**src/hw/rtl/bcs_pkg.sv**
```systemverilog
// ----------------------------------------------------------------------------
// bcs_pkg: shared types and constants of the Bezier segment stepper
// Coordinate, curve parameter and product formats, plus the control tag
// that travels down the cell row next to each curve point.
// ----------------------------------------------------------------------------
`timescale 1ns / 1ps

package bcs_pkg;

  // Signed Q16.8 coordinates
  localparam int unsigned COORD_W = 24;
  // Unsigned Q1.16 curve parameter, 65536 is 1.0
  localparam int unsigned T_W     = 17;
  localparam int unsigned FRAC_W  = 16;
  localparam int unsigned COLOR_W = 32;
  // (b - a) * t needs 25 + 17 bits, signed
  localparam int unsigned PROD_W  = 42;

  localparam logic [T_W-1:0] T_ONE = 17'd65536;

  typedef logic signed [COORD_W-1:0] coord_t;
  typedef logic        [T_W-1:0]     tparam_t;
  typedef logic signed [PROD_W-1:0]  prod_t;
  typedef logic        [COLOR_W-1:0] color_t;

  // Control that rides along with one curve point
  typedef struct packed {
    logic   vld;
    logic   first;
    logic   last;
    color_t color;
  } bcs_tag_t;

endpackage

```
**src/hw/rtl/bcs_step_gen.sv**
```systemverilog
// ----------------------------------------------------------------------------
// bcs_step_gen: command slot and parameter stepper
// Orders and clamps the parameter range, splits the span by the step count
// with a reciprocal multiply, then issues one parameter value per cycle while enabled.
// ----------------------------------------------------------------------------
`timescale 1ns / 1ps

module bcs_step_gen #(
  parameter int unsigned POINTS = 64
) (
  input  logic             clk_i,
  input  logic             rst_ni,
  input  logic             en_i,
  input  logic             cmd_valid_i,
  output logic             cmd_stall_o,
  input  bcs_pkg::coord_t  px_i [4],
  input  bcs_pkg::coord_t  py_i [4],
  input  bcs_pkg::tparam_t t_start_i,
  input  bcs_pkg::tparam_t t_end_i,
  input  bcs_pkg::color_t  color_i,
  output bcs_pkg::coord_t  px_o [4],
  output bcs_pkg::coord_t  py_o [4],
  output bcs_pkg::tparam_t t_o,
  output bcs_pkg::bcs_tag_t tag_o
);

  localparam int unsigned DIVS = POINTS - 2;
  localparam int unsigned IW   = $clog2(POINTS - 1);
  localparam int unsigned RW   = $clog2(DIVS);
  localparam int unsigned K    = bcs_pkg::T_W + RW;
  localparam int unsigned MW   = 19;
  localparam int unsigned SPW  = bcs_pkg::T_W + MW;

  localparam logic [MW-1:0]              RECIP    = MW'((2 ** K + DIVS - 1) / DIVS);
  localparam logic [IW-1:0]              LAST_IDX = IW'(DIVS);
  localparam logic [bcs_pkg::T_W-1:0]    DIV_T    = bcs_pkg::T_W'(DIVS);
  localparam logic [RW:0]                DIV_R    = (RW + 1)'(DIVS);

  // Slot phases
  localparam logic [1:0] PH_CLAMP = 2'd0;
  localparam logic [1:0] PH_MUL   = 2'd1;
  localparam logic [1:0] PH_DIV   = 2'd2;
  localparam logic [1:0] PH_RDY   = 2'd3;

  // Command slot
  logic                  slot_vld_q;
  logic [1:0]            ph_q;
  bcs_pkg::tparam_t      ta_q, tb_q;
  logic [SPW-1:0]        sprod_q;
  bcs_pkg::tparam_t      sq_q;
  logic [RW-1:0]         srem_q;
  bcs_pkg::coord_t       spx_q [4];
  bcs_pkg::coord_t       spy_q [4];
  bcs_pkg::color_t       scol_q;

  // Stepper
  logic                  act_q;
  logic [IW-1:0]         idx_q;
  bcs_pkg::tparam_t      t_q, qs_q;
  logic [RW-1:0]         rs_q, r_q;
  bcs_pkg::coord_t       px_q [4];
  bcs_pkg::coord_t       py_q [4];
  bcs_pkg::color_t       col_q;

  logic                  accept, handoff, free;
  bcs_pkg::tparam_t      ta_c, tb_c, lo_c, hi_c;
  logic [SPW-1:0]        quo_full;
  bcs_pkg::tparam_t      quo, rem_full;
  logic [RW:0]           rsum;
  logic                  wrap;
  logic [RW-1:0]         r_next;
  bcs_pkg::tparam_t      t_next;

  assign free        = !act_q || ((idx_q == LAST_IDX) && en_i);
  assign handoff     = slot_vld_q && (ph_q == PH_RDY) && free;
  assign cmd_stall_o = slot_vld_q && !handoff;
  assign accept      = cmd_valid_i && !cmd_stall_o;

  always_comb begin
    ta_c     = (ta_q > bcs_pkg::T_ONE) ? bcs_pkg::T_ONE : ta_q;
    tb_c     = (tb_q > bcs_pkg::T_ONE) ? bcs_pkg::T_ONE : tb_q;
    lo_c     = (tb_c < ta_c) ? tb_c : ta_c;
    hi_c     = (tb_c < ta_c) ? ta_c : tb_c;
    // span / DIVS through the reciprocal, exact for a 17-bit span
    quo_full = sprod_q >> K;
    quo      = quo_full[bcs_pkg::T_W-1:0];
    rem_full = tb_q - bcs_pkg::T_W'(quo * DIV_T);
    // remainder walk: t_i = start + floor(i * span / DIVS)
    rsum     = {1'b0, r_q} + {1'b0, rs_q};
    wrap     = (rsum >= DIV_R);
    r_next   = wrap ? RW'(rsum - DIV_R) : rsum[RW-1:0];
    t_next   = t_q + qs_q + bcs_pkg::T_W'(wrap);
  end

  always_ff @(posedge clk_i or negedge rst_ni) begin
    if (!rst_ni) begin
      slot_vld_q <= 1'b0;
      ph_q       <= PH_CLAMP;
    end else if (accept) begin
      slot_vld_q <= 1'b1;
      ph_q       <= PH_CLAMP;
    end else if (handoff) begin
      slot_vld_q <= 1'b0;
    end else if (slot_vld_q && (ph_q != PH_RDY)) begin
      ph_q       <= ph_q + 2'd1;
    end
  end

  always_ff @(posedge clk_i) begin
    if (accept) begin
      ta_q   <= t_start_i;
      tb_q   <= t_end_i;
      spx_q  <= px_i;
      spy_q  <= py_i;
      scol_q <= color_i;
    end else begin
      case (ph_q)
        PH_CLAMP: begin
          ta_q <= lo_c;
          tb_q <= hi_c - lo_c;
        end
        PH_MUL: begin
          sprod_q <= SPW'(tb_q) * SPW'(RECIP);
        end
        PH_DIV: begin
          sq_q   <= quo;
          srem_q <= rem_full[RW-1:0];
        end
        default: ;
      endcase
    end
  end

  always_ff @(posedge clk_i or negedge rst_ni) begin
    if (!rst_ni) begin
      act_q <= 1'b0;
      idx_q <= '0;
    end else if (handoff) begin
      act_q <= 1'b1;
      idx_q <= '0;
    end else if (act_q && en_i) begin
      if (idx_q == LAST_IDX) begin
        act_q <= 1'b0;
      end else begin
        idx_q <= idx_q + 1'b1;
      end
    end
  end

  always_ff @(posedge clk_i) begin
    if (handoff) begin
      t_q   <= ta_q;
      qs_q  <= sq_q;
      rs_q  <= srem_q;
      r_q   <= '0;
      px_q  <= spx_q;
      py_q  <= spy_q;
      col_q <= scol_q;
    end else if (act_q && en_i) begin
      t_q <= t_next;
      r_q <= r_next;
    end
  end

  assign px_o        = px_q;
  assign py_o        = py_q;
  assign t_o         = t_q;
  assign tag_o.vld   = act_q;
  assign tag_o.first = (idx_q == '0);
  assign tag_o.last  = (idx_q == LAST_IDX);
  assign tag_o.color = col_q;

endmodule

```
**config.mk**
```make
export PLATFORM = sky130hd
export DESIGN_NAME = bcs_step_gen
export DESIGN_NICKNAME = d
export VERILOG_FILES = /design/src/hw/rtl/bcs_pkg.sv /design/src/hw/rtl/bcs_step_gen.sv
export SDC_FILE = /design/constraint.sdc
export NUM_CORES = 1
export LEC_CHECK = 0
export BUFFER_PORTS_ARGS = -buffer_cell sky130_fd_sc_hd__buf_4
export CORE_ASPECT_RATIO = 1.75
export CORE_MARGIN = 4
export CORE_UTILIZATION = 54
export DETAILED_ROUTE_END_ITERATION = 7
export PLACE_DENSITY = 0.81
export SLEW_MARGIN = 20
export SYNTH_ARGS = -nofsm -noshare
export SYNTH_HDL_FRONTEND = slang
export SYNTH_SLANG_ARGS = --single-unit
```
**constraint.sdc**
```tcl
create_clock -name clk_i -period 11.4 [get_ports clk_i]
set_clock_uncertainty 0.1 [all_clocks]
set_input_delay 0.57 -clock clk_i [delete_from_list [all_inputs] [get_ports clk_i]]
set_output_delay 0.57 -clock clk_i [all_outputs]
set_load 0.02 [all_outputs]
```
==> impl_metrics.json, run 1 <==
{
  "status": "finished, final reports clean",
  "cts-root-buf": "clkbuf_16",
  "synthesis.area_um2": 23200,
  "nFillCells": 2787,
  "finalNetCount": 2434,
  "finalWirelength_um": 64900,
  "vias": 14500,
  "cp.buffers_inverters": 0,
  "crit_fanout": 5,
  "clkLatencyLatePin_ns": 0.57,
  "fmax_mhz": 171,
  "grt_pass1_wl_um": 92200,
  "synthFlopType": "edfxtp_1",
  "max_cap_viol_count": 0,
  "final_antenna_net_count": 0,
  "finalHoldViolCount": 0,
  "wl_met2_um": 33000,
  "drt_drc_violations_left": 0,
  "ys_seq_area_share_pct": 72.3,
  "drt_iter0_drc": 1296,
  "critPathTopFamily": "compound AO/OA/AOI/OAI gates",
  "die_y_um": 282,
  "endpoint_kind": "flop",
  "portBuffers": 506,
  "cts_tree": "yes",
  "hold-worst-slack_ns": 0.0731,
  "worstPathRequired_ns": 11.58,
  "h-tree-depth": 2,
  "clkSinkCount": 563,
  "p_leak_nw": 11.7,
  "cp.arrival_ns": 6.03,
  "ys_types": 73,
  "ir_drop_mv": 0.381,
  "path_common_cell": "a21oi_1",
  "die_x_um": 165,
  "cp_slowest_stage_delay_ns": 0.89,
  "wl_met3_um": 5650,
  "synth_edf_count": 547,
  "worst_pin_slew_ns": 1.13,
  "clk_path_buf_depth": 3,
  "post_drt_wl_per_cell_um": 25.0,
  "grt_pass1_vias": 14800,
  "top_layer_used": "met5",
  "syn_area_per_cell_um2": 16.1,
  "start_util_pct": 54.6,
  "path_cells": "ha_1 -> fa_1 -> a21oi_1 -> nor2_1 -> nor2_1 -> xnor2_1 -> nand2_1 -> o311ai_1 -> fa_1 -> fa_1 -> a21o_1 -> a21oi_1 -> o21bai_1 -> a21oi_1 -> o21bai_1 -> a21oi_1 -> nor2b_1 -> o21ai_0 -> a2111oi_0 -> xnor2_1 -> o21ai_0",
  "rsz0062_at_grt": "no",
  "core_um2": 42500,
  "cpMaxStageDelayCell": "o311ai_1",
  "worstHoldPathType": "primary input to flop",
  "start_kind": "flop",
  "path_class": "flop to flop",
  "gp_congestion": 0.973,
  "post-cts-setup-buffers": 0,
  "track_usage_pct": 26.9,
  "final_util_pct": 69.3,
  "area_growth_syn_to_layout_pct": 26.9,
  "finalSetupViolCount": 0,
  "dp_hpwl_um": 47400,
  "synth_seq_cells": 563,
  "antenna_found_initial": 11,
  "grt_max_degree": 191,
  "num_rows": 100,
  "final_area_um2": 29500,
  "dpl_cell_area_um2": 27700,
  "avgViaCountPerCell": 5.60,
  "ys_warn_count": 0,
  "cts_buffers": 48,
  "synthArstFlopShare_pct": 1.78,
  "syn-num-nets": 1896,
  "p_per_area_nw_per_um2": 321,
  "postSynthCellCount": 1444,
  "tns_ns": 0,
  "grt_overflow": 0,
  "timing.final.crit_share_pct": 51.3,
  "slew_viol_final": 0,
  "post_cts_resized": 0,
  "first_pass_iters": 6,
  "clk_pin_slew_ns": 0.07,
  "dieArea_um2": 46500,
  "ios": 507,
  "drive_gt1_share_pct": 30.4,
  "maxSlewHeadroom_pct": 24.4,
  "total_power_w": 0.00946,
  "m1WireLength_um": 22200,
  "finalCriticalPeriod_ns": 5.85
}
[synthesized netlist by cell type (all sizes together), types with 8 or more instances]
master	n	area [um^2]
nand2	102	383
nor3	10	61.3
buf	13	72.6
o21ai	51	255
ha	160	2000
a211oi	9	67.6
a31oi	13	81.3
clkbuf	12	45.0
a21oi	56	284
nor2b	22	138
o21bai	8	63.8
xnor2	34	298
nor4	14	87.6
mux2i	9	90.1
fa	30	601
inv	117	439
a21o	16	120
nand4	13	81.3
nor2	69	259
and2	8	50.1
edfxtp	547	16400
xor2	18	158
nand3	13	65.1
dfrtp	10	250
[metal layers]
metal / track usage, % / vias up
li1: - / 6467
met4: 14.4 / 4
met2: 46.5 / 756
met1: 31.1 / 7098
met3: 6.25 / 186
met5: 0 / -
[worst paths after layout]
check                                          from                      to  slack [ns]  cells after the start
worst max register to register    rs_q[0]$_DFFE_PP_       t_o[16]$_DFFE_PP_        5.55                     21
max in group asynchronous                    rst_ni    idx_q[5]$_DFFE_PN0P_       10.77                      2
min in group asynchronous                    rst_ni  slot_vld_q$_DFFE_PN0P_        0.28                      2
worst min register to register  spx_q[32]$_DFFE_PP_      px_o[32]$_DFFE_PP_        0.31                      0
worst min-delay path                       px_i[23]     spx_q[23]$_DFFE_PP_        0.07                      1
worst max-delay path              rs_q[0]$_DFFE_PP_       t_o[16]$_DFFE_PP_        5.55                     21
[where the power goes]
part	total (W)	internal, W	switching [W]
Combinational	0.00480	0.00204	0.00276
Clock	0.00177	0.00103	0.000748
Sequential	0.00289	0.00269	0.000200
[per-stage QoR]
stage / instances / setup WS (ns)
after floorplan: 1444 / 2.03
after global placement: 2492 / 5.80
after detailed placement: 2492 / 5.58
after CTS: 2581 / 5.55
after global routing: 2591 / 5.06
final: 2592 / 5.55
[cells in the final DEF, fill, tap and decap left out, types with 14 or more instances in the layout]
| master | count |
|---|---|
| fa_1 | 30 |
| o21ai_0 | 44 |
| ha_1 | 160 |
| a21o_1 | 16 |
| nor2_1 | 69 |
| xnor2_1 | 34 |
| nand2_1 | 102 |
| a21oi_1 | 54 |
| inv_1 | 115 |
| nor4_1 | 14 |
| xor2_1 | 18 |
| clkbuf_16 | 49 |
| edfxtp_1 | 547 |
| nor2b_1 | 22 |
| buf_4 | 509 |
[registers in the layout, indices dropped and copies added, names as in the netlist, 32 cells and up]
name	count
px_o	96
py_o	96
spx_q	96
spy_q	96
col_q	32
scol_q	32
[logic make-up (layout without fill, tap and decap cells)]
family,count (synthesis),count (layout),share of synthesized area [%]
and+or+nand+nor,275,275,5.58
other,0,11,0
adders and majority gates,190,190,11.2
DFF,563,563,72.3
muxes,16,16,0.743
AOI/OAI and AO/OA,205,205,5.79
xor gates and xnor gates,52,52,1.96
buffers and inverters,143,719,2.41
[area by class of cell]
cell class                 count  area (um^2)  area share [%]
clock inverter                33          474            1.61
timing repair buffer         513         3870            13.1
clock buffer                  55         1250            4.24
inverter                     118          450            1.53
multi-input combinational    738         5900            20.0
antenna                       11         27.5          0.0934
sequential                   563        16800            57.0
tap                          561          702            2.38
[timing repair]
item	CTS	global route
hold buffers	1	0
endpoints found under the setup margin	0	0
endpoints found under the hold margin	10	0
Power figures use the tool's default switching activity.
==> inputs of run 2 (changes only) <==
- clock period: 11.4 -> 5.5 ns (I/O delays scaled with it)
==> run 2 against run 1 <==
Against the previous run: power grew 110%; cell count increased by 11%; register-to-register slack got worse by 5.3 ns; critical path depth down 2; combinational power is 120% higher; utilization is 6.4 points higher; critical path type unchanged; critical endpoint is now sprod_q[34]$_DFFE_PP_; highest routed layer is now met4.
==> impl_metrics.json, run 2 (synthesis results as in run 1) <==
{
  "status": "finished, final reports clean",
  "worst_pin_slew_ns": 1.20,
  "endpoint_kind": "flop",
  "ios": 507,
  "rsz0062_at_grt": "no",
  "tns_ns": 0,
  "cp.arrival_ns": 5.49,
  "finalWirelength_um": 79300,
  "slew_viol_final": 0,
  "grt_pass1_vias": 17100,
  "antenna_found_initial": 15,
  "drive_gt1_share_pct": 28.0,
  "busiest_layer": "met2",
  "finalHoldViolCount": 0,
  "track_usage_pct": 32.5,
  "p_per_area_nw_per_um2": 625,
  "post_drt_wl_per_cell_um": 27.5,
  "drt_iter0_drc": 1915,
  "start_kind": "flop",
  "timing.final.crit_share_pct": 95.5,
  "gp_congestion": 0.987,
  "vias": 16400,
  "nFillCells": 2465,
  "clkSinkCount": 563,
  "clk_path_buf_depth": 3,
  "portBuffers": 506,
  "worstHoldPathType": "primary input to flop",
  "clk_pin_slew_ns": 0.07,
  "multi_input_area_um2": 5920,
  "core_um2": 42500,
  "dieArea_um2": 46500,
  "met3_usage_pct": 6.81,
  "cts_buffers": 49,
  "ir_drop_mv": 0.553,
  "gr-usage-met2_pct": 56.3,
  "max_cap_viol_count": 0,
  "final_antenna_net_count": 0,
  "timing.final.ws_setup_ns": 0.247,
  "post-cts-setup-buffers": 0,
  "num_rows": 100,
  "final_common_cell": "edfxtp_1",
  "finalNetCount": 2718,
  "avgViaCountPerCell": 5.70,
  "met1_usage_pct": 34.6,
  "finalCriticalPeriod_ns": 5.25,
  "die_y_um": 282,
  "grt_pass1_wl_um": 110000,
  "regArea_um2": 16800,
  "finalSetupViolCount": 0,
  "crit_fanout": 7,
  "cts-root-buf": "clkbuf_16",
  "dp_hpwl_um": 48200,
  "grt_overflow": 0,
  "dpl.cell_count": 2519,
  "die_x_um": 165,
  "maxSlewHeadroom_pct": 19.8,
  "cts_tree": "yes",
  "fin_cells": 2882,
  "mostFrequentLayoutCells": "547 x edfxtp_1, 537 x buf_4, 257 x dlygate4sd3_1",
  "first_pass_iters": 6,
  "place_ws_ns": 0.138,
  "grt_max_degree": 186,
  "p_leak_nw": 12.9,
  "worstPathRequired_ns": 5.74,
  "clkLatencyLatePin_ns": 0.59,
  "path_class": "flop to flop",
  "area_growth_syn_to_layout_pct": 38.7,
  "drt_drc_violations_left": 0,
  "h-tree-depth": 2,
  "start_util_pct": 54.6,
  "fmax_mhz": 190
}
-- run 2: cell types whose count changed in the layout (fill, tap and decap cells not counted), sizes merged --
cell / change
buf: +27
bufinv: -3
clkbuf: +3
clkinvlp: -1
diode: +8
dlygate4sd3: +256
-- run 2: final timing paths --
path | from | endpoint | slack, ns | depth (start not counted)
max in group asynchronous | rst_ni | act_q$_DFFE_PN0P_ | 3.89 | 4
hold / removal | t_start_i[12] | ta_q[12]$_DFFE_PP_ | 0.03 | 3
min in group asynchronous | rst_ni | idx_q[1]$_DFFE_PN0P_ | 0.56 | 3
setup / recovery | tb_q[2]$_DFFE_PP_ | sprod_q[34]$_DFFE_PP_ | 0.25 | 19
setup reg to reg | tb_q[2]$_DFFE_PP_ | sprod_q[34]$_DFFE_PP_ | 0.25 | 19
hold reg to reg | spx_q[43]$_DFFE_PP_ | px_o[43]$_DFFE_PP_ | 0.30 | 0
-- run 2: cell type report --
class,instances,area share (%)
diodes,19,0.148
clock inverters,29,1.14
repair buffers,796,20.6
multi-input cells,738,18.4
flip-flops and latches,563,52.1
inverters,118,1.40
well taps,561,2.18
clock buffers,58,3.98
-- run 2: timing repair --
item	in CTS	in global routing
resized for setup	0	4
setup endpoints to repair	0	8
hold endpoints to repair	264	0
hold buffers	257	0
-- run 2: critical path, cell delays in order, from the launching register on --
cell and delay [ns]:
edfxtp_1 0.58, ha_1 0.30, ha_1 0.38, inv_1 0.09
fa_1 0.43, inv_1 0.08, fa_1 0.44, ha_1 0.33
ha_1 0.32, a21o_1 0.17, a21o_1 0.18, a21oi_1 0.14
o211ai_1 0.09, a21oi_1 0.15, buf_4 0.16, o21ai_0 0.11
a41o_1 0.27, nor4_1 0.26, nor3_1 0.15, a31o_2 0.26
-- run 2: where the power goes --
group	total [W]	switching [W]	internal (W)
Combinational	0.0105	0.00592	0.00456
Clock	0.00372	0.00171	0.00202
Sequential	0.00594	0.000372	0.00557
-- run 2: through the flow --
step	hold slack [ns]	instance area, um^2	total power (W)	util, %
after detailed placement	0.0102	27900	0.0159	65.6
final	0.0337	32200	0.0201	75.7
after floorplan	-0.121	23200	0.0131	-
after global routing	0.0342	32200	0.0216	75.7
after CTS	0.00446	32100	0.0197	75.5
after global placement	0.0116	27900	0.0155	65.6
-- run 2: metal layers --
layer | vias to the layer above | wire (um)
li1 | 7032 | -
met1 | 8044 | 25500
met2 | 1028 | 40500
met3 | 325 | 6460
met4 | 0 | 6810
met5 | - | 0
==> inputs of run 3 (changes only) <==
- CORE_MARGIN: 4 -> 2
==> run 3 against run 2 <==
Against the previous run: global-route usage grew 0.88 points; utilization grew 0.10 points; cell count grew 0.28%; worst hold slack lost 0.011 ns; power shrank 0.21%; critical path depth is the same; register-to-register slack gained 0.09 ns; die area shrank 3.8%; clock power shrank 2%; combinational power is essentially flat; design area grew 0.14%; critical endpoint unchanged; largest cell class unchanged; largest power group unchanged.
==> impl_metrics.json, run 3 (synthesis results as in run 1) <==
{
  "status": "finished, final reports clean",
  "hold_depth": 3,
  "internal_power_w": 0.0122,
  "grt_max_degree": 176,
  "cp_slowest_stage_delay_ns": 0.51,
  "nFillCells": 2485,
  "multi_input_area_um2": 5900,
  "p_leak_nw": 13.0,
  "dieArea_um2": 44800,
  "clk_path_buf_depth": 3,
  "drt_iter0_drc": 1756,
  "track_usage_pct": 33.3,
  "path_class": "flop to flop",
  "cts_buffers": 48,
  "vias": 16400,
  "critPathTopFamily": "adder cells",
  "finalCriticalPeriod_ns": 5.17,
  "start_util_pct": 54.6,
  "swShare_pct": 39.3,
  "comb_power_share_pct": 52.4,
  "finalHoldViolCount": 0,
  "cpMaxStageDelayCell": "edfxtp_1",
  "clock_power_share_pct": 18.2,
  "worstPathRequired_ns": 5.73,
  "regArea_um2": 16800,
  "timing.final.crit_share_pct": 94.0,
  "core_um2": 42500,
  "finalNetCount": 2728,
  "p_per_area_nw_per_um2": 623,
  "dp_hpwl_um": 47900,
  "crit_cells": 19,
  "post-cts-setup-buffers": 0,
  "die_x_um": 161,
  "ios": 507,
  "r2r_cells": 19,
  "cts_tree": "yes",
  "first_pass_iters": 5,
  "fmax_mhz": 193,
  "cts-root-buf": "clkbuf_16",
  "worstHoldPathType": "primary input to flop",
  "area_growth_syn_to_layout_pct": 38.9,
  "maxSlewHeadroom_pct": 32.5,
  "gp_congestion": 0.958,
  "slew_viol_final": 0,
  "rsz0062_at_grt": "no",
  "clkLatencyLatePin_ns": 0.60,
  "die_y_um": 278,
  "final_common_cell": "buf_4",
  "clkSinkCount": 563,
  "start_kind": "flop",
  "grt_pass1_wl_um": 108000,
  "finalSetupViolCount": 0,
  "grt_overflow": 0,
  "hold-worst-slack_ns": 0.0228,
  "final_antenna_net_count": 0,
  "h-tree-depth": 2,
  "p_seq_share_pct": 29.5,
  "power.switching_w": 0.00790,
  "avgViaCountPerCell": 5.67,
  "portBuffers": 506,
  "antenna_found_initial": 14,
  "ir_drop_mv": 0.546,
  "crit_fanout": 6,
  "tns_ns": 0,
  "endpoint_kind": "flop",
  "worst_pin_slew_ns": 1.01,
  "cp.arrival_ns": 5.40,
  "path_cells": "ha_1 -> inv_1 -> fa_1 -> fa_1 -> inv_1 -> fa_1 -> ha_1 -> ha_1 -> a21o_1 -> a21o_1 -> a21oi_1 -> o211ai_1 -> a21oi_1 -> buf_4 -> o21ai_0 -> a41o_1 -> nor4_2 -> nor3_1 -> a31o_2",
  "clk_pin_slew_ns": 0.06,
  "num_rows": 100,
  "drt_drc_violations_left": 0,
  "finalWirelength_um": 76200,
  "post_drt_wl_per_cell_um": 26.4,
  "mostFrequentLayoutCells": "548 x buf_4, 547 x edfxtp_1, 257 x dlygate4sd3_1",
  "max_cap_viol_count": 0,
  "cp.buffers_inverters": 3,
  "drive_gt1_share_pct": 28.4,
  "grt_pass1_vias": 17000
}
==> run 3: changes by cell type in the layout (fill, tap and decap cells not counted), sizes merged <==
cell	delta
clkinv	+5
clkinvlp	-1
clkbuf	-2
bufinv	-1
inv	+1
diode	-5
buf	+11
==> run 3: layout make-up <==
type	count	area share [%]
diodes	14	0.109
clock buffers	56	3.95
clock inverters	33	1.14
inverters	118	1.40
multi-input cells	738	18.3
flip-flops and latches	563	52.1
well taps	561	2.18
repair buffers	807	20.9
==> run 3: power by group through the flow <==
stage	Sequential, W	Combinational [W]	Clock [W]
after floorplan	0.00600	0.00707	0
after global placement	0.00597	0.00980	0
after detailed placement	0.00598	0.0101	0
after CTS	0.00590	0.0104	0.00359
after global routing	0.00595	0.0117	0.00381
final	0.00592	0.0105	0.00365
==> run 3: per-stage QoR <==
step           cells  total power, W  cell area [um^2]  util, %  setup slack [ns]
5_1_grt         2889          0.0215             32300     75.8            0.0471
2_1_floorplan   1444          0.0131             23200        -            0.0286
3_5_place_dp    2530          0.0161             28000     65.8             0.304
4_1_cts         2876          0.0199             32200     75.7             0.272
3_3_place_gp    2530          0.0158             28000     65.8             0.375
6_report        2890          0.0201             32300     75.8             0.332
==> run 3: timing repair <==
action | CTS | global route
hold buffers | 257 | 0
endpoints found under the setup margin | 0 | 5
resized for setup | 0 | 4
hold endpoints to repair | 264 | 0
==> run 3: final timing paths <==
path / startpoint / to / slack, ns
min in group asynchronous: rst_ni / ph_q[0]$_DFFE_PN0P_ / 0.58
min: t_end_i[7] / tb_q[7]$_DFFE_PP_ / 0.02
max in group asynchronous: rst_ni / idx_q[3]$_DFFE_PN0P_ / 3.78
max reg2reg: tb_q[13]$_DFFE_PP_ / sprod_q[34]$_DFFE_PP_ / 0.33
max: tb_q[13]$_DFFE_PP_ / sprod_q[34]$_DFFE_PP_ / 0.33
min reg2reg: spy_q[66]$_DFFE_PP_ / py_o[66]$_DFFE_PP_ / 0.30
==> run 3: worst reg2reg max path: cells and delay by family, from the launching register on <==
kind / cells / cell delay, ns
adders and majority gates: 6 / 2.27
buffers and inverters: 3 / 0.28
and+or+nand+nor: 2 / 0.33
AOI/OAI and AO/OA: 8 / 1.44
DFF: 1 / 0.51
==> run 3: metal layers <==
metal / global-route usage [%] / vias up / wire length [um]
met5: 0 / - / 23
met4: 20.1 / 4 / 5120
met3: 6.26 / 238 / 5430
met2: 59.7 / 964 / 39800
met1: 36.6 / 8121 / 25800
li1: - / 7064 / -
